$ cat config.mk
export PLATFORM = sky130hd
export DESIGN_NAME = pelco_d_address_remap_relay
export DESIGN_NICKNAME = d
export VERILOG_FILES = /design/src/hw/rtl/pdar_pkg.sv /design/src/hw/rtl/pelco_d_address_remap_relay.sv /design/src/hw/rtl/pdar_map_ram.sv /design/src/hw/rtl/pdar_frame_ram.sv /design/src/hw/rtl/pdar_emitter.sv
export SDC_FILE = /design/constraint.sdc
export NUM_CORES = 2
export LEC_CHECK = 0
export BUFFER_PORTS_ARGS = -buffer_cell sky130_fd_sc_hd__buf_2
export CAP_MARGIN = 30
export CORE_UTILIZATION = 35
export DETAILED_ROUTE_END_ITERATION = 8
export PLACE_DENSITY = 0.54
export SLEW_MARGIN = 0
export SYNTH_ARGS = -nofsm -noshare
export SYNTH_HDL_FRONTEND = slang
export SYNTH_SLANG_ARGS = --single-unit
$ cat constraint.sdc
create_clock -name clk -period 3.5 [get_ports clk]
set_input_delay 0 -clock clk [delete_from_list [all_inputs] [get_ports clk]]
set_output_delay 0 -clock clk [all_outputs]
set_load 0.01 [all_outputs]
$ cat src/hw/rtl/pdar_pkg.sv
// shared types and constants of the pelco-d address remap relay
package pdar_pkg;

    localparam logic [7:0] SYNC_BYTE = 8'hFF;

    localparam logic REQ_RX    = 1'b0;
    localparam logic REQ_TABLE = 1'b1;

    typedef struct packed {
        logic       valid;
        logic       bank;
        logic [7:0] addr;
        logic       in_range;
    } frame_start_t;

endpackage

$ cat src/hw/rtl/pelco_d_address_remap_relay.sv
// top level of the pelco-d address remap relay
//
// s_* carries received serial bytes (s_tuser = 0) and translation table
// writes (s_tuser = 1); m_* carries the rebuilt frames, one byte per
// transaction, m_tlast on the checksum byte.
// hunting drops bytes until 0xFF; the next FRAME_LENGTH-1 bytes are taken
// as they come, the received checksum is dropped and a full frame goes out.
// s_tready is high but for the checksum stall below. after the checksum
// byte is taken, the output register is loaded with the sync byte, then
// the mapped address, then each command or option byte (one frame memory
// read each) and the checksum last. the address is looked up in the table
// memory on the cycle the checksum byte is taken, so later table writes do
// not touch a frame already complete.
// assembly of the next frame runs while one is sent (two memory banks); a
// checksum byte that would finish a second frame waits with s_tready low
// until the sender is idle. a stalled receiver holds the output register.
// reset returns to hunting; the table memory is not cleared and must be
// loaded before traffic.
module pelco_d_address_remap_relay #(
    parameter int MAP_DEPTH    = 256,
    parameter int FRAME_LENGTH = 7
) (
    input  logic        clk,
    input  logic        rst_n,
    input  logic        s_tvalid,
    output logic        s_tready,
    input  logic [23:0] s_tdata,   // rx_byte[7:0], table_index[15:8], table_value[23:16]
    input  logic        s_tuser,   // req_type
    output logic        m_tvalid,
    input  logic        m_tready,
    output logic [7:0]  m_tdata,   // tx_byte[7:0]
    output logic        m_tlast    // frame_end
);

    import pdar_pkg::*;

    localparam int MAP_AW     = $clog2(MAP_DEPTH);
    localparam int DATA_CNT   = FRAME_LENGTH - 3;
    localparam int DATA_DEPTH = (DATA_CNT > 0) ? DATA_CNT : 1;
    localparam int IDX_W      = (DATA_DEPTH > 1) ? $clog2(DATA_DEPTH) : 1;
    localparam int POS_W      = $clog2(FRAME_LENGTH);
    localparam logic [POS_W-1:0] LAST_POS = POS_W'(FRAME_LENGTH - 1);
    localparam logic [POS_W-1:0] ADDR_POS = POS_W'(1);
    localparam logic [POS_W-1:0] DATA_POS = POS_W'(2);

    logic [7:0]       rx_byte;
    logic [7:0]       table_index;
    logic [7:0]       table_value;
    logic [POS_W-1:0] pos_reg, pos_next;
    logic [7:0]       addr_reg;
    logic             wr_bank_reg;
    logic             accept;
    logic             rx_acc;
    logic             busy;
    logic             frame_done;
    logic             data_wr;
    logic [POS_W-1:0] wr_off;
    logic             map_wr;
    logic [IDX_W:0]   frame_rd_addr;
    logic [7:0]       frame_rd_q;
    logic [7:0]       map_q;
    frame_start_t     start;

    assign rx_byte     = s_tdata[7:0];
    assign table_index = s_tdata[15:8];
    assign table_value = s_tdata[23:16];

    assign s_tready   = !(busy && (pos_reg == LAST_POS));
    assign accept     = s_tvalid && s_tready;
    assign rx_acc     = accept && (s_tuser == REQ_RX);
    assign frame_done = rx_acc && (pos_reg == LAST_POS);
    assign data_wr    = rx_acc && (pos_reg >= DATA_POS) && (pos_reg != LAST_POS);
    assign wr_off     = pos_reg - DATA_POS;
    assign map_wr     = accept && (s_tuser == REQ_TABLE)
                        && ({1'b0, table_index} < 9'(MAP_DEPTH));

    always_comb
    begin
        pos_next = pos_reg;
        if (rx_acc)
        begin
            if (pos_reg == '0)
            begin
                if (rx_byte == SYNC_BYTE)
                begin
                    pos_next = ADDR_POS;
                end
            end
            else if (pos_reg == LAST_POS)
            begin
                pos_next = '0;
            end
            else
            begin
                pos_next = pos_reg + 1'b1;
            end
        end
    end

    always_ff @(posedge clk or negedge rst_n)
    begin
        if (!rst_n)
        begin
            pos_reg     <= '0;
            wr_bank_reg <= 1'b0;
        end
        else
        begin
            pos_reg <= pos_next;
            if (frame_done)
            begin
                wr_bank_reg <= !wr_bank_reg;
            end
        end
    end

    always_ff @(posedge clk)
    begin
        if (rx_acc && (pos_reg == ADDR_POS))
        begin
            addr_reg <= rx_byte;
        end
    end

    always_comb
    begin
        start.valid    = frame_done;
        start.bank     = wr_bank_reg;
        start.addr     = addr_reg;
        start.in_range = ({1'b0, addr_reg} < 9'(MAP_DEPTH));
    end

    pdar_map_ram #(
        .DEPTH (MAP_DEPTH),
        .AW    (MAP_AW)
    ) u_map_ram (
        .clk     (clk),
        .wr_en   (map_wr),
        .wr_addr (table_index[MAP_AW-1:0]),
        .wr_data (table_value),
        .rd_en   (frame_done),
        .rd_addr (addr_reg[MAP_AW-1:0]),
        .rd_data (map_q)
    );

    pdar_frame_ram #(
        .AW (IDX_W)
    ) u_frame_ram (
        .clk     (clk),
        .wr_en   (data_wr),
        .wr_addr ({wr_bank_reg, wr_off[IDX_W-1:0]}),
        .wr_data (rx_byte),
        .rd_addr (frame_rd_addr),
        .rd_data (frame_rd_q)
    );

    pdar_emitter #(
        .FRAME_LENGTH (FRAME_LENGTH),
        .IDX_W        (IDX_W)
    ) u_emitter (
        .clk      (clk),
        .rst_n    (rst_n),
        .start    (start),
        .map_q    (map_q),
        .rd_addr  (frame_rd_addr),
        .rd_q     (frame_rd_q),
        .busy     (busy),
        .m_tvalid (m_tvalid),
        .m_tready (m_tready),
        .m_tdata  (m_tdata),
        .m_tlast  (m_tlast)
    );

endmodule

$ cat src/hw/rtl/pdar_map_ram.sv
// address translation memory, one write port and one registered read port
module pdar_map_ram #(
    parameter int DEPTH = 256,
    parameter int AW    = 8
) (
    input  logic          clk,
    input  logic          wr_en,
    input  logic [AW-1:0] wr_addr,
    input  logic [7:0]    wr_data,
    input  logic          rd_en,
    input  logic [AW-1:0] rd_addr,
    output logic [7:0]    rd_data
);

    logic [7:0] mem [DEPTH];
    logic [7:0] rd_data_reg;

    always_ff @(posedge clk)
    begin
        if (wr_en)
        begin
            mem[wr_addr] <= wr_data;
        end
        if (rd_en)
        begin
            rd_data_reg <= mem[rd_addr];
        end
    end

    assign rd_data = rd_data_reg;

endmodule

$ cat src/hw/rtl/pdar_frame_ram.sv
// two-bank frame payload memory for command and option bytes
module pdar_frame_ram #(
    parameter int AW = 4
) (
    input  logic          clk,
    input  logic          wr_en,
    input  logic [AW:0]   wr_addr,
    input  logic [7:0]    wr_data,
    input  logic [AW:0]   rd_addr,
    output logic [7:0]    rd_data
);

    localparam int DEPTH = 2 << AW;

    logic [7:0] mem [DEPTH];
    logic [7:0] rd_data_reg;

    always_ff @(posedge clk)
    begin
        if (wr_en)
        begin
            mem[wr_addr] <= wr_data;
        end
        rd_data_reg <= mem[rd_addr];
    end

    assign rd_data = rd_data_reg;

endmodule

$ cat src/hw/rtl/pdar_emitter.sv
// frame emitter: walks the stored frame and drives the output register
module pdar_emitter #(
    parameter int FRAME_LENGTH = 7,
    parameter int IDX_W        = 4
) (
    input  logic                  clk,
    input  logic                  rst_n,
    input  pdar_pkg::frame_start_t start,
    input  logic [7:0]            map_q,
    output logic [IDX_W:0]        rd_addr,
    input  logic [7:0]            rd_q,
    output logic                  busy,
    output logic                  m_tvalid,
    input  logic                  m_tready,
    output logic [7:0]            m_tdata,   // tx_byte[7:0]
    output logic                  m_tlast
);

    import pdar_pkg::*;

    localparam int DATA_CNT = FRAME_LENGTH - 3;
    localparam int DATA_DEPTH = (DATA_CNT > 0) ? DATA_CNT : 1;
    localparam logic [IDX_W-1:0] LAST_IDX = IDX_W'(DATA_DEPTH - 1);

    typedef enum logic [2:0] {
        E_IDLE,
        E_SYNC,
        E_ADDR,
        E_WAIT,
        E_DATA,
        E_SUM
    } emit_state_t;

    emit_state_t      state_reg, state_next;
    logic [IDX_W-1:0] idx_reg, idx_next;
    logic             bank_reg, bank_next;
    logic [7:0]       addr_reg, addr_next;
    logic             in_range_reg, in_range_next;
    logic [7:0]       sum_reg, sum_next;
    logic             out_valid_reg, out_valid_next;
    logic [7:0]       out_data_reg, out_data_next;
    logic             out_last_reg, out_last_next;
    logic             load_ok;
    logic [7:0]       mapped;

    assign load_ok = !out_valid_reg || m_tready;
    assign mapped  = in_range_reg ? map_q : addr_reg;

    always_comb
    begin
        state_next     = state_reg;
        idx_next       = idx_reg;
        bank_next      = bank_reg;
        addr_next      = addr_reg;
        in_range_next  = in_range_reg;
        sum_next       = sum_reg;
        out_valid_next = out_valid_reg && !m_tready;
        out_data_next  = out_data_reg;
        out_last_next  = out_last_reg;
        case (state_reg)
            E_IDLE:
            begin
                if (start.valid)
                begin
                    bank_next     = start.bank;
                    addr_next     = start.addr;
                    in_range_next = start.in_range;
                    state_next    = E_SYNC;
                end
            end
            E_SYNC:
            begin
                if (load_ok)
                begin
                    out_valid_next = 1'b1;
                    out_data_next  = SYNC_BYTE;
                    out_last_next  = 1'b0;
                    state_next     = E_ADDR;
                end
            end
            E_ADDR:
            begin
                if (load_ok)
                begin
                    out_valid_next = 1'b1;
                    out_data_next  = mapped;
                    out_last_next  = 1'b0;
                    sum_next       = mapped;
                    idx_next       = '0;
                    state_next     = (DATA_CNT > 0) ? E_WAIT : E_SUM;
                end
            end
            E_WAIT:
            begin
                state_next = E_DATA;
            end
            E_DATA:
            begin
                if (load_ok)
                begin
                    out_valid_next = 1'b1;
                    out_data_next  = rd_q;
                    out_last_next  = 1'b0;
                    sum_next       = sum_reg + rd_q;
                    if (idx_reg == LAST_IDX)
                    begin
                        state_next = E_SUM;
                    end
                    else
                    begin
                        idx_next   = idx_reg + 1'b1;
                        state_next = E_WAIT;
                    end
                end
            end
            E_SUM:
            begin
                if (load_ok)
                begin
                    out_valid_next = 1'b1;
                    out_data_next  = sum_reg;
                    out_last_next  = 1'b1;
                    state_next     = E_IDLE;
                end
            end
            default:
            begin
                state_next = E_IDLE;
            end
        endcase
    end

    always_ff @(posedge clk or negedge rst_n)
    begin
        if (!rst_n)
        begin
            state_reg     <= E_IDLE;
            out_valid_reg <= 1'b0;
        end
        else
        begin
            state_reg     <= state_next;
            out_valid_reg <= out_valid_next;
        end
    end

    always_ff @(posedge clk)
    begin
        idx_reg      <= idx_next;
        bank_reg     <= bank_next;
        addr_reg     <= addr_next;
        in_range_reg <= in_range_next;
        sum_reg      <= sum_next;
        out_data_reg <= out_data_next;
        out_last_reg <= out_last_next;
    end

    assign rd_addr  = {bank_reg, idx_reg};
    assign busy     = (state_reg != E_IDLE);
    assign m_tvalid = out_valid_reg;
    assign m_tdata  = out_data_reg;
    assign m_tlast  = out_last_reg;

endmodule

==> results.txt <==
- The run finished, with violations left.
* Violated checks: DRC
- CTS sink count: 2164
- edfxtp_1 takes more of the synthesized area than any other cell.
- CTS tree: yes
- Largest fanout on the critical path: 12
- The via count of the first global-routing pass is between 40000 and 50000.
- Among all cell types in the netlist, the one instantiated most often is edfxtp_1.
- Setup repair after global routing left no endpoint under its margin.
* Top cell type's share of synthesized area: 77.04%
- Type of the worst setup path: flop to flop
* Min-delay worst type: input port to flop
* Max Slew Vio Count: 0
- The number of nets in the synthesized netlist is 3942.
* CP Data Arrival Time: 3.95 ns
- Routability congestion estimate from global placement: roughly 0.86
- The tool flagged a number of max-cap violations equal to 0.
- Net switching share of the total power: 21.73%
* Power share of the clock group: between 40% and 50%
- Initial DRT Pass Iterations: 7
- Most used DFF post-synth: edfxtp_1
* CTS buffer count: 214
- Category of the worst setup path capture point: flop
* Hold Violations, Final: 0
- Longest Clk Path Bufs: 3
* Net switching power: 12110 uW
- Buffers added to address setup during post-CTS repair amount to 0.
* Remaining max-slew budget at the tightest pin: 28.86%
- For this run, design rule violations remaining after detail routing come to 40.
* Leakage power of the design: 0.03137 uW
* Number of fill cells in the layout: 20810
* Met2 Track Usage GR: 29.06%
- Count of port buffers added during placement: 39
* Flip-flop count of the largest register, all copies and words added: 2048
- During synthesis, Yosys emitted a total of 0 warnings.
- Post-Route Hold Slack: 0.06499 ns
- Dividing the final minimum period by the clock period gives 97.15%.
* DR vias: 42000
* First-pass GRT wire length: 318800 microns
- Number of standard-cell rows in the floorplan: 179
- Met1 capacity usage during global routing: 26.42%
* Number of different library cells in the post-synthesis netlist: 65
* Required time worst endpoint: 4.05 ns
- Post-Synthesis Cells: 3904
- Sequential share of power: around half
* Internal power contribution: 43630 uW
- Ranking of synthesized cells by instance count: edfxtp_1, mux4_2, nor2_1
* Depth of the worst register-to-register path: 9
* Congestion Overflow GR: 0
- Async set-reset flop share out of synthesis: 0.3697%
- Synth Cell Area: 83730 sq um
- Most heavily used metal layer in global routing: met2
- In this run the power density over the cells is 565.0 nW/um^2.
- The die is 491.1 microns wide.
- Once the floorplan was initialized, standard cells occupied 35.20% of the core.
- For the pin with the worst max-slew slack, the measured transition is 1.065 ns.
- Antenna viol nets, final: 0
- H-tree level count: 4
* Vertical die dimension: 491.1 microns
* Seq/Total Area, Yosys: 77.47%
* Shortest clock period the worst path allows after layout: 3.400 ns
- Insertion delay of the later-clocked pin in the worst-skew pair: 0.87 ns
* Area of the core region: 237900 sq um
- Post-detail-place hpwl: 141100 microns
- Hold Path Depth: 5
- Wires add up to around 220000 microns.
- Fraction of final layout cells sized beyond drive strength 1: 30.54%
* Final Power: roughly 56000 uW
* Max rail drop VDD: 0.5918 mV
* Top flop regs: u_map_ram.mem: 2048 flops, u_frame_ram.mem: 64 flops
- The area growth from synthesis to layout is 17.82%.
- Dividing the synthesized area by the synthesized cell count gives 21.45 sq um.
- The floorplan step defined a die boundary enclosing 241200 sq um.
- The share of total power dissipated in combinational logic is 6.5%.
- Clock skew on the completed layout was measured at 0.04904 ns.
- Global routing consumed, over all layers together, 18.39% of the routing resources.
* Detail-routed net length per standard cell: 28.44 microns
* Met3 global-route usage: 3.157%
- Antenna violations before repair: 9
- Entering global routing, the biggest net connects roughly 110 pins.
- Peak Freq: 0.2941 GHz
* Via density: 5.362
- Synth top area cells: edfxtp_1, mux4_2, nor2_1
- 1st-iter DRT viols: approximately 4000
- Total number of nets in the final design: 4520
* Clock Tree Root: clkbuf_16
* Endpoints failing setup: 0
* #FFs+latches synth: 2164
- STA classifies the critical path startpoint as a flop.
* CTS clock-pin slew for the worst setup and hold paths: 0.06 ns
* Number of synthesized flops with an enable pin: 2148
- Total Neg Setup Slack: 0 ns
- 40 I/O pins were placed.
* Largest register by flop count: u_map_ram.mem
power by group through the flow:
stage	Combinational (uW)	Clock (uW)	Sequential, uW
2_1_floorplan	2040	0	29400
3_3_place_gp	3560	0	29500
3_5_place_dp	3590	0	29500
4_1_cts	3650	23700	28900
5_1_grt	3840	24600	28900
6_report	3600	23200	28900
cell families after synthesis:
group                    synth area share, %
adder cells (fa/ha/maj)               0.1435
AND/OR/NAND/NOR                        2.908
flip-flops                             77.47
buffers and inverters                  1.635
AO/OA/AOI/OAI                          3.102
XOR/XNOR                             0.06277
multiplexers                           14.68
per-layer routing:
| layer | share of wire, % | wire length, microns | vias up |
|---|---|---|---|
| met3 | 6.7 | 14930 | 259 |
| met1 | 44 | 97240 | 22700 |
| li1 | - | - | 17610 |
| met5 | 0.0058 | 13 | - |
| met4 | 2.1 | 4708 | 2 |
| met2 | 48 | 105900 | 1434 |
critical path, stage by stage, from the launching register on:
cell     delay (ns)
dfrtp_1        0.48
or3_1          0.45
nand3_1        0.14
nand3_1        0.36
nor3_4         0.38
nand3_2        0.10
buf_4          0.27
buf_4          0.26
nor2_1         0.35
buf_4          0.26
final cells by class:
class	count	area [sq um]	share of cell area, %
clock buffer	281	5804	5.884
clock inverter	115	1250	1.267
antenna	4	10.01	0.01015
tap	3167	3963	4.017
multi-input combinational	1502	17600	17.84
timing repair buffer	588	5110	5.180
inverter	12	45.04	0.04566
sequential	2164	64860	65.75
timing repair:
action	4_1_cts	5_1_grt
hold endpoints to repair	1579	0
hold buffers	40	0
endpoints found under the setup margin	0	10
resized for setup	0	3
cell usage in the layout, fill, tap and decap left out, types with 18 or more instances in the layout:
cell type / instances
mux2_2: 40
o22ai_1: 66
dlygate4sd3_1: 40
a211oi_1: 19
a21oi_1: 29
o221ai_1: 19
bufinv_16: 25
clkinv_2: 38
buf_4: 460
buf_12: 49
clkbuf_1: 54
buf_2: 31
clkinv_1: 38
nor3_1: 22
nor2_1: 290
nand2_1: 63
and3_1: 18
clkbuf_16: 220
o21ai_0: 29
mux4_2: 492
a22oi_1: 58
a22o_1: 40
edfxtp_1: 2148
a221oi_1: 49
nand3_1: 23
mux2i_1: 76
final timing paths:
check                                  startpoint                endpoint  slack (ns)
max                        u_emitter.state_reg[1]    u_map_ram.mem[61][1]         0.1
min                                       s_tuser              pos_reg[1]        0.06
max reg2reg                u_emitter.state_reg[1]    u_map_ram.mem[61][1]         0.1
min reg2reg                           wr_bank_reg      u_emitter.bank_reg        0.56
max in group asynchronous                   rst_n              pos_reg[0]        3.07
min in group asynchronous                   rst_n  u_emitter.state_reg[1]        0.14
metrics by stage:
stage	instances	cell area [sq um]	util, %	setup WS, ns
floorplan	3904	83730	-	0.6803
global placement	7393	91160	38.33	0.1350
detailed placement	7393	91160	38.33	0.1175
CTS	7829	98620	41.46	0.07417
global route	7830	98640	41.47	0.03741
finish	7833	98650	41.47	0.09979
No activity file was read; power rests on OpenSTA's default activity.
